==> config.mk <==
export PLATFORM = sky130hd
export DESIGN_NAME = strided_view_overlap_check_unit
export DESIGN_NICKNAME = d
export VERILOG_FILES = /design/src/rtl/svoc_pkg.sv /design/src/rtl/svoc_div.sv /design/src/rtl/strided_view_overlap_check_unit.sv
export SDC_FILE = /design/constraint.sdc
export NUM_CORES = 2
export LEC_CHECK = 0
export BUFFER_PORTS_ARGS = -buffer_cell sky130_fd_sc_hd__buf_4
export CAP_MARGIN = 10
export CORE_UTILIZATION = 55
export DETAILED_ROUTE_END_ITERATION = 12
export GPL_TIMING_DRIVEN = 0
export PLACE_DENSITY_LB_ADDON = 0.3
export REMOVE_ABC_BUFFERS = 1
export SLEW_MARGIN = 25
export SYNTH_ARGS = -nofsm -noshare
export SYNTH_HDL_FRONTEND = slang
export SYNTH_HIERARCHICAL = 1
export SYNTH_SLANG_ARGS = --single-unit
export TNS_END_PERCENT = 5
==> constraint.sdc <==
create_clock -name clk -period 9.25 [get_ports clk]
set_input_delay 0 -clock clk [delete_from_list [all_inputs] [get_ports clk]]
set_output_delay 0 -clock clk [all_outputs]
set_load 0.005 [all_outputs]
==> src/rtl/svoc_pkg.sv <==
// ============================================================================
// svoc_pkg - shared definitions for the strided view overlap checker
// Defaults for the width parameters and the result word layout.
// ============================================================================
package svoc_pkg;

  // Default field widths
  localparam int INDEX_WIDTH_DEF  = 31;
  localparam int STRIDE_WIDTH_DEF = 32;

  // Result word layout on out_tdata
  localparam int OUT_TDATA_W  = 8;
  localparam int OVERLAP_BIT  = 0;
  localparam int NOT_MULT_BIT = 1;

  function automatic int max_int(input int a, input int b);
    return (a > b) ? a : b;
  endfunction

endpackage

==> src/rtl/svoc_div.sv <==
// ============================================================================
// svoc_div - iterative unsigned divider
// Restoring division, one quotient bit per cycle. Quotient and remainder
// are valid in the cycle that done is high.
// ============================================================================
module svoc_div #(
  parameter int WIDTH = svoc_pkg::STRIDE_WIDTH_DEF
) (
  input  logic             clk,
  input  logic             rst_n,
  input  logic             start,
  input  logic [WIDTH-1:0] dividend,
  input  logic [WIDTH-1:0] divisor,
  output logic             done,
  output logic [WIDTH-1:0] quotient,
  output logic [WIDTH-1:0] remainder
);

  localparam int CW = $clog2(WIDTH + 1);

  logic [WIDTH-1:0] rem_r, rem_nxt;
  logic [WIDTH-1:0] quo_r, quo_nxt;
  logic [WIDTH-1:0] dvs_r, dvs_nxt;
  logic [CW-1:0]    cnt_r, cnt_nxt;
  logic             busy_r, busy_nxt;
  logic             done_r, done_nxt;

  logic [WIDTH:0] shifted;
  logic [WIDTH:0] trial;
  logic           fits;

  assign shifted = {rem_r, quo_r[WIDTH-1]};
  assign trial   = shifted - {1'b0, dvs_r};
  assign fits    = shifted >= {1'b0, dvs_r};

  always_comb begin
    rem_nxt  = rem_r;
    quo_nxt  = quo_r;
    dvs_nxt  = dvs_r;
    cnt_nxt  = cnt_r;
    busy_nxt = busy_r;
    done_nxt = 1'b0;
    if (start) begin
      rem_nxt  = '0;
      quo_nxt  = dividend;
      dvs_nxt  = divisor;
      cnt_nxt  = CW'(WIDTH);
      busy_nxt = 1'b1;
    end else if (busy_r) begin
      rem_nxt = fits ? trial[WIDTH-1:0] : shifted[WIDTH-1:0];
      quo_nxt = {quo_r[WIDTH-2:0], fits};
      cnt_nxt = cnt_r - CW'(1);
      if (cnt_r == CW'(1)) begin
        busy_nxt = 1'b0;
        done_nxt = 1'b1;
      end
    end
  end

  always_ff @(posedge clk) begin
    if (!rst_n) begin
      busy_r <= 1'b0;
      done_r <= 1'b0;
      cnt_r  <= '0;
    end else begin
      busy_r <= busy_nxt;
      done_r <= done_nxt;
      cnt_r  <= cnt_nxt;
    end
  end

  always_ff @(posedge clk) begin
    rem_r <= rem_nxt;
    quo_r <= quo_nxt;
    dvs_r <= dvs_nxt;
  end

  assign done      = done_r;
  assign quotient  = quo_r;
  assign remainder = rem_r;

endmodule

==> src/rtl/strided_view_overlap_check_unit.sv <==
// ============================================================================
// strided_view_overlap_check_unit - overlap test for two strided views
// Takes one dimension per input transaction and reports, on the dimension
// flagged by tlast, whether two views of one base tensor may overlap.
// ============================================================================
// Each input transaction carries one dimension of a view pair; in_tlast marks
// the final one, and that transaction alone yields a result. The unit is
// busy with one transaction at a time (in_tready low meanwhile). It first
// forms four products on one shared multiplier. The single shared radix-2
// divider then runs the dilation quotient a_stride/base_stride and, when the
// dilation exceeds one, the a_start and b_start modulos back to back; a zero
// base_stride skips the divider. A fold step then merges the dimension into
// the running flags; the divider is DW = max(INDEX_WIDTH, STRIDE_WIDTH) wide.
// The verdict sits in an output register, so the next transaction is taken
// while a result waits; a final dimension stalls only if the previous verdict
// has not been taken yet. Result bits: overlap (plain interval test, or the
// dilated test when the view strides match each other everywhere and differ
// from the base somewhere) and stride_not_multiple (dilated test in use and
// some a_stride was not a whole multiple of base_stride).
// ============================================================================
module strided_view_overlap_check_unit #(
  parameter int  INDEX_WIDTH  = svoc_pkg::INDEX_WIDTH_DEF,
  parameter int  STRIDE_WIDTH = svoc_pkg::STRIDE_WIDTH_DEF,
  localparam int IN_TDATA_W   = ((4 * INDEX_WIDTH + 3 * STRIDE_WIDTH + 7) / 8) * 8
) (
  input  logic                         clk,
  input  logic                         rst_n,
  // Input channel
  input  logic                         in_tvalid,
  output logic                         in_tready,
  // a_start, a_size, a_stride, b_start, b_size, b_stride, base_stride
  input  logic [IN_TDATA_W-1:0]        in_tdata,
  input  logic                         in_tlast,   // last_dim
  // Result channel
  output logic                         out_tvalid,
  input  logic                         out_tready,
  // overlap, stride_not_multiple, zero fill
  output logic [svoc_pkg::OUT_TDATA_W-1:0] out_tdata
);

  localparam int IW = INDEX_WIDTH;
  localparam int SW = STRIDE_WIDTH;
  localparam int DW = svoc_pkg::max_int(IW, SW);
  localparam int PW = IW + 1 + SW;

  // Field offsets in in_tdata
  localparam int A_START_LO = 0;
  localparam int A_SIZE_LO  = A_START_LO + IW;
  localparam int A_STR_LO   = A_SIZE_LO + IW;
  localparam int B_START_LO = A_STR_LO + SW;
  localparam int B_SIZE_LO  = B_START_LO + IW;
  localparam int B_STR_LO   = B_SIZE_LO + IW;
  localparam int G_STR_LO   = B_STR_LO + SW;

  typedef enum logic [5:0] {
    ST_IDLE = 6'b000001,
    ST_MUL  = 6'b000010,   // four products, one per cycle
    ST_DQ   = 6'b000100,   // dilation = a_stride / base_stride
    ST_DA   = 6'b001000,   // a_start mod dilation
    ST_DB   = 6'b010000,   // b_start mod dilation
    ST_FOLD = 6'b100000    // fold dimension into running flags
  } state_t;

  localparam logic [1:0] MUL_LAST = 2'd3;

  state_t state_r, state_nxt;

  // Captured dimension
  logic [IW-1:0] as_r, bs_r;
  logic [IW:0]   asum_r, bsum_r;
  logic [SW-1:0] ad_r, bd_r, gd_r;
  logic          last_r;

  // Products: a_end, b_begin, a_begin, b_end
  logic [PW-1:0] prod_r [4];
  logic [1:0]    mcnt_r, mcnt_nxt;
  logic [IW:0]   mul_a;
  logic [SW-1:0] mul_b;
  logic [PW-1:0] mul_p;

  // Dilation results
  logic [SW-1:0] dil_r, ra_r;
  logic          dfrac_r, dfrac_nxt;
  logic          mmiss_r, mmiss_nxt;

  // Running flags
  logic plain_r, dilhit_r, same_r, base_r, frac_r;
  logic plain_nxt, dilhit_nxt, same_nxt, base_nxt, frac_nxt;

  // Output register
  logic                            out_valid_r, out_valid_nxt;
  logic [svoc_pkg::OUT_TDATA_W-1:0] out_data_r, out_data_nxt;

  // Shared divider
  logic          div_start;
  logic [DW-1:0] div_dvd, div_dvs, div_quo, div_rem;
  logic          div_done;

  svoc_div #(.WIDTH(DW)) u_div (
    .clk       (clk),
    .rst_n     (rst_n),
    .start     (div_start),
    .dividend  (div_dvd),
    .divisor   (div_dvs),
    .done      (div_done),
    .quotient  (div_quo),
    .remainder (div_rem)
  );

  logic in_fire;
  assign in_tready = (state_r == ST_IDLE);
  assign in_fire   = in_tvalid && in_tready;

  // Shared multiplier operand select
  always_comb begin
    case (mcnt_r)
      2'd0:    begin mul_a = asum_r;           mul_b = ad_r; end
      2'd1:    begin mul_a = {1'b0, bs_r};     mul_b = bd_r; end
      2'd2:    begin mul_a = {1'b0, as_r};     mul_b = ad_r; end
      default: begin mul_a = bsum_r;           mul_b = bd_r; end
    endcase
  end
  assign mul_p = PW'(mul_a) * PW'(mul_b);

  // Per-dimension verdicts
  logic dim_hit, dil_ok, fold_go, use_dil;
  assign dim_hit = !(prod_r[0] <= prod_r[1]) && !(prod_r[2] >= prod_r[3]);
  assign dil_ok  = dim_hit && !mmiss_r;
  assign fold_go = !(last_r && out_valid_r && !out_tready);

  always_comb begin
    plain_nxt  = plain_r  & dim_hit;
    dilhit_nxt = dilhit_r & dil_ok;
    same_nxt   = same_r   & (ad_r == bd_r);
    base_nxt   = base_r   & (ad_r == gd_r);
    frac_nxt   = frac_r   | dfrac_r;
    use_dil    = same_nxt & !base_nxt;
  end

  // Sequencer
  always_comb begin
    state_nxt     = state_r;
    mcnt_nxt      = mcnt_r;
    dfrac_nxt     = dfrac_r;
    mmiss_nxt     = mmiss_r;
    div_start     = 1'b0;
    div_dvd       = DW'(ad_r);
    div_dvs       = DW'(gd_r);
    out_valid_nxt = out_valid_r && !out_tready;
    out_data_nxt  = out_data_r;
    case (state_r)
      ST_IDLE: begin
        if (in_fire) begin
          state_nxt = ST_MUL;
          mcnt_nxt  = '0;
          dfrac_nxt = 1'b0;
          mmiss_nxt = 1'b0;
        end
      end
      ST_MUL: begin
        mcnt_nxt = mcnt_r + 2'd1;
        if (mcnt_r == MUL_LAST) begin
          if (gd_r == '0) begin
            // zero base stride: error, no modulo check
            dfrac_nxt = 1'b1;
            state_nxt = ST_FOLD;
          end else begin
            div_start = 1'b1;
            state_nxt = ST_DQ;
          end
        end
      end
      ST_DQ: begin
        if (div_done) begin
          dfrac_nxt = (div_rem != '0);
          if (div_quo > DW'(1)) begin
            div_start = 1'b1;
            div_dvd   = DW'(as_r);
            div_dvs   = div_quo;
            state_nxt = ST_DA;
          end else begin
            state_nxt = ST_FOLD;
          end
        end
      end
      ST_DA: begin
        if (div_done) begin
          div_start = 1'b1;
          div_dvd   = DW'(bs_r);
          div_dvs   = DW'(dil_r);
          state_nxt = ST_DB;
        end
      end
      ST_DB: begin
        if (div_done) begin
          mmiss_nxt = (ra_r != div_rem[SW-1:0]);
          state_nxt = ST_FOLD;
        end
      end
      ST_FOLD: begin
        if (fold_go) begin
          state_nxt = ST_IDLE;
          if (last_r) begin
            out_valid_nxt = 1'b1;
            out_data_nxt  = '0;
            out_data_nxt[svoc_pkg::OVERLAP_BIT]  = use_dil ? dilhit_nxt : plain_nxt;
            out_data_nxt[svoc_pkg::NOT_MULT_BIT] = use_dil & frac_nxt;
          end
        end
      end
      default: state_nxt = ST_IDLE;
    endcase
  end

  // Control state
  always_ff @(posedge clk) begin
    if (!rst_n) begin
      state_r     <= ST_IDLE;
      mcnt_r      <= '0;
      out_valid_r <= 1'b0;
      plain_r     <= 1'b1;
      dilhit_r    <= 1'b1;
      same_r      <= 1'b1;
      base_r      <= 1'b1;
      frac_r      <= 1'b0;
    end else begin
      state_r     <= state_nxt;
      mcnt_r      <= mcnt_nxt;
      out_valid_r <= out_valid_nxt;
      if (state_r == ST_FOLD && fold_go) begin
        if (last_r) begin
          // verdict issued: back to cleared flags
          plain_r  <= 1'b1;
          dilhit_r <= 1'b1;
          same_r   <= 1'b1;
          base_r   <= 1'b1;
          frac_r   <= 1'b0;
        end else begin
          plain_r  <= plain_nxt;
          dilhit_r <= dilhit_nxt;
          same_r   <= same_nxt;
          base_r   <= base_nxt;
          frac_r   <= frac_nxt;
        end
      end
    end
  end

  // Payload
  always_ff @(posedge clk) begin
    dfrac_r    <= dfrac_nxt;
    mmiss_r    <= mmiss_nxt;
    out_data_r <= out_data_nxt;
    if (in_fire) begin
      as_r   <= in_tdata[A_START_LO +: IW];
      bs_r   <= in_tdata[B_START_LO +: IW];
      asum_r <= (IW+1)'(in_tdata[A_START_LO +: IW]) + (IW+1)'(in_tdata[A_SIZE_LO +: IW]);
      bsum_r <= (IW+1)'(in_tdata[B_START_LO +: IW]) + (IW+1)'(in_tdata[B_SIZE_LO +: IW]);
      ad_r   <= in_tdata[A_STR_LO +: SW];
      bd_r   <= in_tdata[B_STR_LO +: SW];
      gd_r   <= in_tdata[G_STR_LO +: SW];
      last_r <= in_tlast;
    end
    if (state_r == ST_MUL) begin
      prod_r[mcnt_r] <= mul_p;
    end
    if (state_r == ST_DQ && div_done) begin
      dil_r <= div_quo[SW-1:0];
    end
    if (state_r == ST_DA && div_done) begin
      ra_r <= div_rem[SW-1:0];
    end
  end

  assign out_tvalid = out_valid_r;
  assign out_tdata  = out_data_r;

endmodule

# --- Yosys cells after proc, flatten, opt, wreduce, memory -nomap -nowiden ---
# Memories as Yosys holds them, arrays and structs flattened.
# Cells that the tools add are included.
totals:
  wordCells: 153
  ram_bits: 256
  memories: 1
  output_inout_bits: 10
  inputBits: 229
  register_bits: 409
op_classes:
  n_addsub: 5
  reduce_logical: 30
  muxes: 54
  bitwise: 10
  multipliers: 1
  n_eq_ne: 20
  n_lt_le_gt_ge: 4
memory_table:
  columns: ["memory", "depth", "word_bits", "rd", "rd_clocked_by_memory_dff", "write_ports", "line_no", "source"]
  rows:
  - ["prod_r", 4, 64, 4, 0, 1, "strided_view_overlap_check_unit.sv:75", "logic [PW-1:0] prod_r [4];"]
ops:
  columns: ["operator", "count"]
  rows:
  - ["$mux W32", 10]
  - ["$pmux W32 S2", 2]
  - ["$pmux W32 S3", 1]
  - ["$add A31 B31 Y32", 2]
  - ["$eq A32 B32 Y1", 2]
  - ["$ge A64 B64 Y1", 1]
  - ["$le A64 B64 Y1", 1]
  - ["$mul A32 B32 Y64", 1]
  - ["$mux W6", 10]
  - ["$pmux W6 S6", 1]
  - ["$ge A33 B32 Y1", 1]
  - ["$gt A32 B1 Y1 const B", 1]
  - ["$logic_not A32 Y1", 1]
  - ["$ne A32 B32 Y1", 1]
  - ["$reduce_bool A32 Y1", 1]
  - ["$sub A32 B32 Y32", 1]
  - ["$mux W1", 25]
  - ["$eq A6 B1 Y1 const B", 2]
  - ["$logic_and A1 B1 Y1", 9]
  - ["$ne A2 B1 Y1 const B", 4]
  - ["$and A1 B1 Y1", 6]
  - ["$eq A6 B2 Y1 const B", 1]
  - ["$eq A6 B3 Y1 const B", 1]
  - ["$eq A6 B4 Y1 const B", 1]
  - ["23 further kinds", 38]

# --- Longest topological paths before layout ---
# An unclocked memory read counts as a cell.
depth:
  ltp_word: 7
  ltp_mapped: 36
  depth_no_buf: 33

# --- By module ---
# Netlist, hierarchy kept.
modules_own_cells:
  columns: ["module", "instances", "seq_area_each_um2", "cells_each", "area_per_inst_um2"]
  rows:
  - ["strided_view_overlap_check_unit", 1, 16706.0, 5678, 59046.6]
  - ["svoc_div", 1, 2722.6, 592, 5869.4]

# --- Least setup slack after synthesis ---
# Ideal clock, no wire load.
synth_timing:
  path_kind: "register to register"
  start: "register mcnt_r[0]"
  end: "memory prod_r[0][46] in the netlist's numbering (data pin)"
  n_path_buf: 4
  synth_period_minus_slack_ns: 8.674
  stages_incl_launch_ff: 30
  path_slack_ns: 0.576
  t_required_ns: 8.971
  setup_time_ns: 0.279
  arrival_time_ns: 8.395
  cell_sequence: "dfxtp_1 > ha_1 > clkbuf_1 > buf_1 > buf_1 > mux2i_1 > clkbuf_1 > nor2_1 > fa_1 > fa_1 > fa_1 > inv_1 > fa_1 > inv_1 > fa_1 > fa_1 > fa_1 > inv_1 > fa_1 > inv_1 > ha_1 > nand2_1 > or3_1 > o31ai_2 > a41oi_1 > o21ai_2 > nand3_2 > o21bai_2 > a31oi_1 > xnor2_1"
synth_via:
  elab_chain_len: 4
  word_cells_on_any_way: 7
  classes_between: "mul (1); eq/ne (2); mux (2); reduce/logical (2)"
synth_rtl:
  columns: ["item", "line_no", "source"]
  rows:
  - ["from (decl)", "strided_view_overlap_check_unit.sv:76", "logic [1:0] mcnt_r, mcnt_nxt;"]
  - ["from (signal assigned)", "strided_view_overlap_check_unit.sv:228", "mcnt_r <= mcnt_nxt;"]
  - ["$eq A2 B2 Y1 or $logic_not A2 Y1 (tied branches)", "strided_view_overlap_check_unit.sv:116", "case (mcnt_r)"]
  - ["$reduce_or A2 Y1 (no source line)", null, null]
  - ["$mux W32", "strided_view_overlap_check_unit.sv:116", null]
  - ["$mul A32 B32 Y64 (*)", "strided_view_overlap_check_unit.sv:123", "assign mul_p = PW'(mul_a) * PW'(mul_b);"]
  - ["net mul_p[46]", "strided_view_overlap_check_unit.sv:79", "logic [PW-1:0] mul_p;"]
  - ["to (decl)", "strided_view_overlap_check_unit.sv:75", null]
# The timed path passes the listed nets; every way through them passes the cells marked *.

# --- Final worst setup path ---
layout_timing:
  start: "register mcnt_r[0]"
  end: "memory prod_r[0][56] in the netlist's numbering (data pin)"
# The elaborated chain is that of the path after synthesis.

==> results by group <==
Yosys
  – Synth cell types: 97
  – Post-Syn Area: 0.0649 mm²
  – Mux contribution to synthesized area: 2.67%
  – Seq/Total Area, Yosys: 29.9%
  – Synthesis-stage register bit count: 665
  – Synth async-reset ratio: 0%
  – Compound-Gate Fraction of Synth Area: 7.98%
  – Synth Warn #: 6
  – Main synth FF type: edfxtp_1
  – Synth Area in Adders: 37.2%
  – Main combinational cell family by area after synthesis: adder cells
  – XOR/XNOR Fraction of Synth Area: 3.17%
  – Number of synthesized flops with an enable pin: 611
  – Syn Area/Cell: 10.4 µm²
  – Post-Synth Simple-Gate Area: 10.9%
  – Post-Synthesis Cells: 6,270

CTS
  – H-tree level count: 3
  – Num CTS Buffers: 71
  – Clock-pin slew on the worst setup and hold paths: 60 ps
  – CTS sink count: 665
  – Root Driver: clkbuf_16
  – TritonCTS clock tree: done
  – CTS Buffer Depth: 3
  – Clk_lat worst skew: 690 ps

Die
  – Core area: 0.117 mm²
  – Die area: 0.119 mm²
  – Core Rows: 125
  – Initial core utilization: 55.6%
  – I/O Pins: 239
  – DIE HEIGHT: 346 µm
  – Die W: 346 µm

Cells and area
  – Nets: 8,510
  – Filler cell count: 8,278
  – Fin area: 0.0783 mm²
  – Share of cells above drive strength 1: 14.0%
  – Most frequent cells in the layout: inv_1, fa_1, nor2_1
  – Util after Layout: 67.1%
  – Commonest non-fill, non-tap cell in the layout: inv_1
  – Register area: 0.0194 mm²
  – Area of the multi-input gates: 0.0419 mm²
  – Synth-to-layout area growth: 20.6%

Timing
  – Number of setup violations in the final report: 64
  – Setup TNS: -13,450 ps
  – Clock skew: 66.3 ps
  – Final worst slack: -533 ps
  – Slew margin rel.: 10.9%
  – Unrepaired setup endpoints after global routing: true
  – Fin. Hold Viols: 0
  – Worst-margin pin slew: 1310 ps
  – Crit share post-route: 106%
  – Fin. max-slew vios: 0
  – Max frequency: 102 MHz
  – Min cycle time layout: 9780 ps

Global routing
  – Initial antenna violation count: 13
  – GRT Util Overall: 36.6%
  – First-pass GRT wire length: 324,000 µm
  – Vias in the first global route: 52,700
  – GRT Residual Overflow: 0
  – Largest net degree at the start of global routing: 89

Routing
  – DRT iter0 DRCs: 7,774
  – Remaining DRCs: 7
  – WL per Instance: 27.4 µm
  – Vias/cell: 6.23
  – Vias after detailed routing: 52,800
  – Antenna Nets Post-Route: 0
  – First drt pass iteration count: 13
  – Routed WL: 232,000 µm

Flow run
  – Max Cap Viol: 0

Worst setup path
  – CP endpoint kind: flip-flop
  – Critical R2R Launch: mcnt_r[0]
  – Arrival @ worst endpoint: 10,140 ps
  – R2r endpoint: prod_r[0][56]
  – Reg2reg setup slack: -530 ps
  – FF-to-FF path depth: 32
  – Critical Path Source Type: flip-flop
  – Critical Path Stages: 32
  – Slowest stage delay, CP: 760 ps
  – CP top delay family: adder cells
  – Crit path kind: flip-flop to flip-flop
  – CP max stage cell: fa_1
  – Worst-path fanout max: 10
  – CP required: 9610 ps
  – Most common cell on crit path: fa_1
  – CP Buf/Inv Count: 10

Placement
  – Post-DP HPWL: 162,000 µm
  – Port bufs: 228
  – Gpl congestion: 1.03
  – Setup slack at placement: -1390 ps
  – Placed cell areas: 0.0701 mm²

Outcome
  – Status: complete, but fails checks
  – Violated checks: DRC, setup timing

Hold path
  – WHS Endpoint: gd_r[12]
  – Hold Path Class: input port to flip-flop
  – Hold path startpoint: in_tdata[200]
  – Hold Path Depth: 2
[per-stage QoR]
| step | hold slack, ps | std cells |
|---|---|---|
| 5_1_grt | 30.1 | 8477 |
| 6_report | 25.0 | 8484 |
| 3_3_place_gp | 178 | 7783 |
| 2_1_floorplan | 78.6 | 6031 |
| 4_1_cts | 13.1 | 8321 |
| 3_5_place_dp | 179 | 7871 |
[worst reg2reg max path, delay by kind of cell, from the launching register on]
| kind | cells | cell delay (ps) |
|---|---|---|
| and+or+nand+nor | 7 | 1420 |
| xor gates and xnor gates | 1 | 140 |
| muxes | 1 | 380 |
| AOI/OAI and AO/OA | 3 | 770 |
| adders and majority gates | 10 | 5220 |
| buffers and inverters | 10 | 1170 |
| DFF | 1 | 370 |
[routing by layer]
layer	GRT usage (%)	routed length, µm
met1	46.0	80200
met4	22.4	20400
met3	12.9	35300
met2	54.4	96200
met5	0	335
[synth_stat cells (15+ instances only)]
master | count | area share [%]
inv_1 | 1145 | 6.6
nor3_1 | 24 | 0.19
edfxtp_1 | 611 | 28
mux2i_1 | 65 | 1.0
nor2_1 | 725 | 4.2
a311oi_1 | 15 | 0.20
a222oi_1 | 62 | 0.96
nor4_1 | 35 | 0.34
o21a_1 | 28 | 0.32
xor2_1 | 53 | 0.72
o21ai_0 | 94 | 0.72
nand4_1 | 74 | 0.71
xnor2_1 | 182 | 2.5
a211oi_1 | 22 | 0.25
o211ai_1 | 15 | 0.17
a21o_1 | 125 | 1.4
o21bai_1 | 18 | 0.21
buf_1 | 22 | 0.13
fa_1 | 899 | 28
a21oi_1 | 198 | 1.5
o21ai_1 | 17 | 0.13
nand2b_1 | 23 | 0.22
and3_1 | 19 | 0.18
a22oi_1 | 34 | 0.39
ha_1 | 491 | 9.5
a31oi_1 | 29 | 0.28
mux2_2 | 95 | 1.6
nand2_1 | 648 | 3.7
buf_2 | 18 | 0.14
dfxtp_1 | 54 | 1.7
clkbuf_1 | 195 | 1.1
nand3_1 | 45 | 0.35
nor2b_1 | 32 | 0.31
[worst max path at each step]
stage,slack (ps),startpoint,end
after floorplan,-1640,mcnt_r[0],prod_r[0][46]
after global placement,-11310,state_r[4],u_div/quotient[25]
after detailed placement,-1390,mcnt_r[0],prod_r[0][62]
after CTS,9,mcnt_r[1],prod_r[2][56]
after global routing,-640,mcnt_r[0],prod_r[2][56]
final,-530,mcnt_r[0],prod_r[0][56]
[sequential cells by signal, indices dropped and copies added, names as in the netlist, 32 cells and up]
register         flops
u_div/quotient      32
dil_r               32
gd_r                32
prod_r             256
bsum_r              32
ra_r                32
u_div/remainder     32
asum_r              32
u_div/dvs_r         32
ad_r                32
bd_r                32
[repair_timing]
| action | CTS | global route |
|---|---|---|
| endpoints found under the setup margin | 148 | 107 |
| hold endpoints to repair | 246 | 0 |
| gates cloned | 3 | 7 |
| pin swaps | 17 | 74 |
| setup buffers | 68 | 145 |
| hold buffers | 252 | 0 |
| gates resized for setup | 115 | 111 |
[area by class of cell]
type	count	area share, %
timing repair buffer	785	10.5
clock buffer	94	2.43
inverter	1145	5.51
tap	1524	2.43
sequential	665	24.8
multi-input combinational	4223	53.5
clock inverter	33	0.676
antenna	15	0.0479
[cell families after synthesis]
| kind of cell | count (synthesis) |
|---|---|
| xor+xnor | 235 |
| flops | 665 |
| simple gates | 1684 |
| fa+ha+maj | 1390 |
| buf+inv | 1389 |
| mux | 161 |
| compound gates | 745 |
| other cells | 1 |
Power is left out: the tool's default activity adds up to more than one toggle a clock period on the data nets, which glitch-free logic cannot reach.
